### src/lkvc_pkg.sv
package lkvc_pkg;

  localparam int FIELD_BITS = 32;
  localparam int CAP_BITS   = 5;

  localparam logic [CAP_BITS-1:0]          CAP_RESET  = 5'd16;
  localparam logic signed [FIELD_BITS-1:0] MISS_VALUE = -32'sd1;
  localparam logic signed [FIELD_BITS-1:0] PUT_VALUE  = 32'sd0;

  localparam logic MODE_GET = 1'b0;
  localparam logic MODE_PUT = 1'b1;

  typedef struct packed {
    logic                         mode;
    logic signed [FIELD_BITS-1:0] lookup_key;
    logic signed [FIELD_BITS-1:0] store_value;
  } lkvc_req_t;

  typedef struct packed {
    logic                         found;
    logic signed [FIELD_BITS-1:0] read_value;
  } lkvc_rsp_t;

  typedef struct packed {
    logic load_req;
    logic lookup;
    logic commit;
  } lkvc_cmd_t;

  typedef enum logic [1:0] {
    ST_IDLE,
    ST_COMPARE,
    ST_UPDATE
  } lkvc_state_t;

endpackage

### src/lru_key_value_cache.sv
// Channel   Direction  Handshake                  Payload
// cfg       in         cfg_valid / cfg_ready      cfg_data: capacity_in_use
// req       in         req_valid / req_stall      req: mode, lookup_key, store_value
// rsp       out        rsp_valid / rsp_stall      rsp: found, read_value
//
// Each request passes a compare state, matching its key against every slot, then an
// update state for recency ranks, key and value memory. A new request is taken in
// the update state once the response register is free. Reset (rst, synchronous)
// empties the store at once through the valid bits; there is no clearing pass. A
// stalled response is held in the output register while one more request is taken.
module lru_key_value_cache #(
  parameter int ENTRIES   = 16,
  parameter int DATA_BITS = 32
) (
  input  logic                          clk,
  input  logic                          rst,
  input  logic                          cfg_valid,
  output logic                          cfg_ready,
  input  logic [lkvc_pkg::CAP_BITS-1:0] cfg_data,
  input  logic                          req_valid,
  output logic                          req_stall,
  input  lkvc_pkg::lkvc_req_t           req,
  output logic                          rsp_valid,
  input  logic                          rsp_stall,
  output lkvc_pkg::lkvc_rsp_t           rsp
);
  import lkvc_pkg::*;

  lkvc_cmd_t cmd;
  logic      cfg_write;

  // Capacity writes must arrive only while idle; the block does not enforce this and keeps cfg_ready high.
  assign cfg_ready = 1'b1;
  assign cfg_write = cfg_valid && cfg_ready;

  // Sequence each request: accept, compare, update and present the response.
  lkvc_ctrl u_ctrl (
    .clk       (clk),
    .rst       (rst),
    .req_valid (req_valid),
    .req_stall (req_stall),
    .rsp_valid (rsp_valid),
    .rsp_stall (rsp_stall),
    .cmd       (cmd)
  );

  // Hold keys, values, ranks and the response register.
  lkvc_datapath #(
    .ENTRIES   (ENTRIES),
    .DATA_BITS (DATA_BITS)
  ) u_datapath (
    .clk       (clk),
    .rst       (rst),
    .cmd       (cmd),
    .cfg_write (cfg_write),
    .cfg_data  (cfg_data),
    .req       (req),
    .rsp       (rsp)
  );

endmodule

### src/lkvc_ctrl.sv
module lkvc_ctrl (
  input  logic                clk,
  input  logic                rst,
  input  logic                req_valid,
  output logic                req_stall,
  output logic                rsp_valid,
  input  logic                rsp_stall,
  output lkvc_pkg::lkvc_cmd_t cmd
);
  import lkvc_pkg::*;

  lkvc_state_t state;
  lkvc_state_t state_next;
  logic        rsp_valid_next;
  logic        commit_ok;
  logic        accept;

  always_ff @(posedge clk) begin
    if (rst) begin
      state     <= ST_IDLE;
      rsp_valid <= 1'b0;
    end else begin
      state     <= state_next;
      rsp_valid <= rsp_valid_next;
    end
  end

  always_comb begin
    commit_ok  = (state == ST_UPDATE) && (!rsp_valid || !rsp_stall);
    req_stall  = !((state == ST_IDLE) || commit_ok);
    accept     = req_valid && !req_stall;
    state_next = state;
    unique case (state)
      ST_IDLE: begin
        if (accept) state_next = ST_COMPARE;
      end
      ST_COMPARE: begin
        state_next = ST_UPDATE;
      end
      ST_UPDATE: begin
        if (commit_ok) state_next = accept ? ST_COMPARE : ST_IDLE;
      end
      default: state_next = ST_IDLE;
    endcase
    priority if (commit_ok) rsp_valid_next = 1'b1;
    else if (!rsp_stall)    rsp_valid_next = 1'b0;
    else                    rsp_valid_next = rsp_valid;
    cmd.load_req = accept;
    cmd.lookup   = (state == ST_COMPARE);
    cmd.commit   = commit_ok;
  end

endmodule

### src/lkvc_datapath.sv
module lkvc_datapath #(
  parameter int ENTRIES   = 16,
  parameter int DATA_BITS = 32
) (
  input  logic                              clk,
  input  logic                              rst,
  input  lkvc_pkg::lkvc_cmd_t               cmd,
  input  logic                              cfg_write,
  input  logic [lkvc_pkg::CAP_BITS-1:0]     cfg_data,
  input  lkvc_pkg::lkvc_req_t               req,
  output lkvc_pkg::lkvc_rsp_t               rsp
);
  import lkvc_pkg::*;

  localparam int IDX_W = (ENTRIES > 1) ? $clog2(ENTRIES) : 1;
  localparam int CNT_W = $clog2(ENTRIES + 1);
  localparam int CMP_W = (CNT_W > CAP_BITS) ? CNT_W : CAP_BITS;

  logic [CAP_BITS-1:0]         capacity;
  lkvc_req_t                   req_q;
  logic signed [FIELD_BITS-1:0] slot_key [ENTRIES];
  logic [ENTRIES-1:0]          slot_valid;
  logic [IDX_W-1:0]            rank [ENTRIES];
  logic [CNT_W-1:0]            count;
  logic [DATA_BITS-1:0]        value_mem [ENTRIES];
  logic [DATA_BITS-1:0]        mem_q;

  logic                        hit_q;
  logic                        insert_q;
  logic [IDX_W-1:0]            tgt_q;
  logic [CNT_W-1:0]            touch_rank_q;

  logic [ENTRIES-1:0]          hit_vec;
  logic [ENTRIES-1:0]          victim_vec;
  logic [ENTRIES-1:0]          free_vec;
  logic [IDX_W-1:0]            hit_idx;
  logic [IDX_W-1:0]            victim_idx;
  logic [IDX_W-1:0]            free_idx;
  logic [CNT_W-1:0]            hit_rank;
  logic [CMP_W-1:0]            cap_ext;
  logic [CMP_W-1:0]            eff_cap;
  logic                        full;
  logic                        any_hit;
  logic                        update;
  logic [DATA_BITS-1:0]        wr_data;
  logic signed [FIELD_BITS-1:0] rd_value;

  // Parallel key match, victim pick by rank, lowest free slot.
  always_comb begin
    hit_idx    = '0;
    victim_idx = '0;
    free_idx   = '0;
    hit_rank   = '0;
    for (int i = 0; i < ENTRIES; i++) begin
      hit_vec[i]    = slot_valid[i] && (slot_key[i] == req_q.lookup_key);
      victim_vec[i] = slot_valid[i] && (CNT_W'(rank[i]) == count - CNT_W'(1));
    end
    free_vec = ~slot_valid & (slot_valid + ENTRIES'(1));
    for (int i = 0; i < ENTRIES; i++) begin
      if (hit_vec[i]) begin
        hit_idx  = hit_idx | IDX_W'(i);
        hit_rank = hit_rank | CNT_W'(rank[i]);
      end
      if (victim_vec[i]) victim_idx = victim_idx | IDX_W'(i);
      if (free_vec[i])   free_idx   = free_idx | IDX_W'(i);
    end
    any_hit = |hit_vec;
    cap_ext = CMP_W'(capacity);
    priority if (cap_ext == '0)                eff_cap = CMP_W'(1);
    else if (cap_ext > CMP_W'(ENTRIES))        eff_cap = CMP_W'(ENTRIES);
    else                                       eff_cap = cap_ext;
    full    = (CMP_W'(count) >= eff_cap);
    update  = hit_q || (req_q.mode == MODE_PUT);
    wr_data = DATA_BITS'($unsigned(req_q.store_value));
    rd_value = FIELD_BITS'($signed(mem_q));
  end

  always_ff @(posedge clk) begin
    if (rst) begin
      capacity <= CAP_RESET;
    end else if (cfg_write) begin
      capacity <= cfg_data;
    end
  end

  always_ff @(posedge clk) begin
    if (cmd.load_req) req_q <= req;
    if (cmd.lookup) begin
      hit_q <= any_hit;
      priority if (any_hit) begin
        tgt_q        <= hit_idx;
        touch_rank_q <= hit_rank;
        insert_q     <= 1'b0;
      end else if (full) begin
        tgt_q        <= victim_idx;
        touch_rank_q <= count - CNT_W'(1);
        insert_q     <= 1'b0;
      end else begin
        tgt_q        <= free_idx;
        touch_rank_q <= count;
        insert_q     <= (req_q.mode == MODE_PUT);
      end
    end
  end

  always_ff @(posedge clk) begin
    if (cmd.lookup) mem_q <= value_mem[hit_idx];
    if (cmd.commit && (req_q.mode == MODE_PUT)) value_mem[tgt_q] <= wr_data;
  end

  always_ff @(posedge clk) begin
    if (cmd.commit && !hit_q && (req_q.mode == MODE_PUT)) begin
      slot_key[tgt_q] <= req_q.lookup_key;
    end
  end

  always_ff @(posedge clk) begin
    if (rst) begin
      slot_valid <= '0;
      count      <= '0;
      for (int i = 0; i < ENTRIES; i++) rank[i] <= '0;
    end else if (cmd.commit) begin
      if (insert_q) begin
        slot_valid[tgt_q] <= 1'b1;
        count             <= count + CNT_W'(1);
      end
      if (update) begin
        for (int i = 0; i < ENTRIES; i++) begin
          if (IDX_W'(i) == tgt_q) begin
            rank[i] <= '0;
          end else if (slot_valid[i] && (CNT_W'(rank[i]) < touch_rank_q)) begin
            rank[i] <= rank[i] + IDX_W'(1);
          end
        end
      end
    end
  end

  always_ff @(posedge clk) begin
    if (cmd.commit) begin
      rsp.found <= hit_q;
      priority if (req_q.mode == MODE_PUT) rsp.read_value <= PUT_VALUE;
      else if (hit_q)                      rsp.read_value <= rd_value;
      else                                 rsp.read_value <= MISS_VALUE;
    end
  end

endmodule

### config.mk
export PLATFORM = sky130hd
export DESIGN_NAME = lru_key_value_cache
export DESIGN_NICKNAME = d
export VERILOG_FILES = /design/src/lkvc_pkg.sv /design/src/lru_key_value_cache.sv /design/src/lkvc_ctrl.sv /design/src/lkvc_datapath.sv
export SDC_FILE = /design/constraint.sdc
export NUM_CORES = 2
export LEC_CHECK = 0
export ABC_AREA = 1
export BUFFER_PORTS_ARGS = -buffer_cell sky130_fd_sc_hd__buf_4
export CORE_MARGIN = 2
export CORE_UTILIZATION = 45
export CTS_CLUSTER_DIAMETER = 200
export DETAILED_ROUTE_END_ITERATION = 16
export PLACE_DENSITY = 0.58
export SKIP_CTS_REPAIR_TIMING = 1
export SYNTH_ARGS = -nofsm -noshare
export SYNTH_HDL_FRONTEND = slang
export SYNTH_HIERARCHICAL = 1
export SYNTH_SLANG_ARGS = --single-unit
### constraint.sdc
create_clock -name clk -period 5.4 [get_ports clk]
set_input_delay 1.08 -clock clk [delete_from_list [all_inputs] [get_ports clk]]
set_output_delay 1.08 -clock clk [all_outputs]
set_load 0.01 [all_outputs]
==> run metrics <==
status complete, no violations; input/output buffers between 100 and 150; Synth Cell Area between 0.06 and 0.07 mm²; final RePlAce weighted congestion ~0.96; count leader, synth nand2_1; Max IR drop VDD between 0.2 and 0.3 mV; critical path class flip-flop to flip-flop; layout cells sized above 1 a little under a tenth; Static Leak between 20 and 30 nW; post-synthesis cell count ~6100; Hold Path Cell Cnt 1; DIE WIDTH 371 µm; pin count of the biggest net entering global routing ~130; Setup TNS Final 0 ns; # rows ~130; Final ANT Viol Nets 0; most frequent cells after synthesis nand2_1, edfxtp_1, inv_1, nand3_1, nor2_1; max-slew violations 0; clock sink count approximately 1300; die area approximately 0.14 mm²; post-synth top area share about three fifths; core area ~0.13 mm²; Netlist cell types between 60 and 70; Ports around 110; final worst-path cycle share ~77%; metal2 WL 88000 µm; Fin. Hold Viols 0; number of global-route vias before repair 42746; Pre-Repair DR Iteration Count 6; Starting Density between 40% and 50%; reg2reg end u_datapath/mem_q[28]; Max Fclk around 240 MHz; first-pass GRT wire length 294000 µm; Reg2Reg Setup Slack 1.22 ns; post-route design area 0.0683 mm²; slew margin rel. 19.2%; ys flop type edfxtp_1; all-layer global routing usage between 20% and 30%; DRT Wirelength between 200000 and 250000 µm; routed len/inst between 20 and 30 µm; Final setup violation count 0; routed wl met3 roughly 23000 µm; die height around 370 µm; max-cap viol count 0; diodes inserted 0; DRT met1 WL between 80000 and 90000 µm; Yosys top cell by area edfxtp_1; Synth Register Bits roughly 1300; EDFF count, synth roughly 1200; worst-case reg-to-reg path depth 17; Hold/Removal Path Class primary input to flip-flop; Net Count, Synth ~6300; clock buffer count from CTS between 100 and 150; CTS tree built; Synth area leaders edfxtp_1, nand2_1, nand3_1; initial antenna violation count 6; Setup crit start u_datapath/req_q[36]; synthesized area per cell 9.93 µm²; register area share after synthesis slightly above 60%; P per Cell Area roughly 320 mW/mm²; synth-to-layout area growth 12.5%; root buf cell clkbuf_16; drc violations 0; depth of the CTS H-tree 4; Worst-Margin Slew between 1 and 1.5 ns; Clk Latency, worst-skew pair 0.80 ns; Hold Startpoint req[8]; Setup Skew ~0.04 ns; via count around 46000; Req. time, crit path 6.05 ns; dpl cell area roughly 0.064 mm²; Layout Nets about 6400; RSZ-0062 raised after global routing false; warning count from the yosys run 6; startpoint types flip-flop; clock-pin slew on the worst setup and hold paths 0.06 ns; HPWL Detailed approximately 120000 µm; uppermost layer routed met4; Final Critical Period 4.18 ns; CP arrival 4.83 ns; maximum clock insertion buffer count 3; WHS Endpoint u_datapath/wr_data[8]; reg-to-reg startpoint u_datapath/req_q[36]; crit path max fanout between 70 and 80; Initial DRC Count 6006; Crit. End Element flip-flop; FFs w/ async S/R, synth 0%; Fill cells between 10000 and 15000; GR Overflow Total 0; via-per-instance ratio between 5 and 6
## logic make-up after synthesis
logic type	share of synthesized area [%]
AOI/OAI and AO/OA	4.15
DFF	61.7
xor gates and xnor gates	2.97
other	0.00618
and+or+nand+nor	22.9
buffers and inverters	6.75
adders and majority gates	1.46
## registers in the layout, indices dropped and copies added (netlist names)
register	count
u_datapath/rsp	33
u_datapath/cap_ext	5
u_datapath/value_mem	512
u_datapath/insert_q	1
u_datapath/slot_valid	16
u_ctrl/rsp_valid	1
u_datapath/tgt_q	4
u_datapath/count	5
u_ctrl/state	2
u_datapath/hit_q	1
u_datapath/req_q	33
u_datapath/touch_rank_q	5
u_datapath/mem_q	32
u_datapath/rank	64
u_datapath/slot_key	512
u_datapath/wr_data	32
## through the flow
stage | total power [mW] | setup slack, ns | hold WS, ns | std cells | utilization [%]
after CTS | 21.9 | 1.41 | 0.399 | 8133 | 51.1
after global placement | 12.3 | 1.25 | 0.516 | 7870 | 47.7
after detailed placement | 12.3 | 1.23 | 0.522 | 7870 | 47.7
final | 21.8 | 1.22 | 0.449 | 8133 | 51.1
after global routing | 22.4 | 0.979 | 0.413 | 8133 | 51.1
after floorplan | 11.7 | 0.882 | 0.476 | 6113 | -
## cell type report
type	count	area, µm²	area share [%]
flip-flops and latches	1258	37500	54.9
clock inverters	83	881	1.29
clock buffers	180	3750	5.48
well taps	1768	2210	3.24
inverters	683	2570	3.76
multi-input cells	3922	19400	28.4
repair buffers	239	2040	2.99
## metal layers
metal	up-vias	track usage [%]
li1	20907	-
met1	22400	43.6
met2	2561	43.1
met3	322	6.53
met4	0	8.77
met5	-	0
## power breakdown
group	switching [mW]	internal, mW	total, mW
combinational	0.871	0.311	1.18
sequential	0.135	10.8	11.0
clock	4.15	5.52	9.67
total	5.15	16.7	21.8
## worst max-delay path: stages (launching register included)
cell and delay [ns]:
edfxtp_1 0.36, buf_4 0.64, xor2_1 0.32, inv_1 0.08, nand2_1 0.06, nor2_1 0.05
nand2_1 0.07, nor2_1 0.05, nand2_1 0.49, nand2_1 0.20, nor2_4 0.22, buf_4 0.73
nand3_1 0.18, nand2_1 0.11, nand2_1 0.05, nand3_1 0.09, nand3_1 0.09, nand2_1 0.10
## how the worst max path moves through the flow
stage and endpoint:
4_1_cts u_datapath/mem_q[30], 3_5_place_dp u_datapath/slot_key[6][25], 6_report u_datapath/mem_q[28], 3_3_place_gp u_datapath/slot_key[6][31], 2_1_floorplan u_datapath/slot_key[7][0], 5_1_grt u_datapath/mem_q[28]
## layout by cell type, fill, tap and decap left out, drive strengths merged, types with 7 or more instances in the layout
cell type,synthesis,layout
nand4,136,136
clkinv,3,56
nor2,639,639
a211oi,13,13
xnor2,115,115
ha,71,71
nand2,1552,1552
o21ai,221,221
nand3b,83,83
a21oi,77,77
dfxtp,29,29
o21a,15,15
o2111ai,12,12
clkinvlp,0,8
o22ai,48,48
clkbuf,40,180
xor2,90,90
edfxtp,1229,1229
bufinv,0,11
nor3b,9,9
inv,680,691
and3,7,7
o211ai,24,24
nand3,642,642
nor3,72,72
buf,210,239
or2,48,48
(Power assumes the default switching activity.)
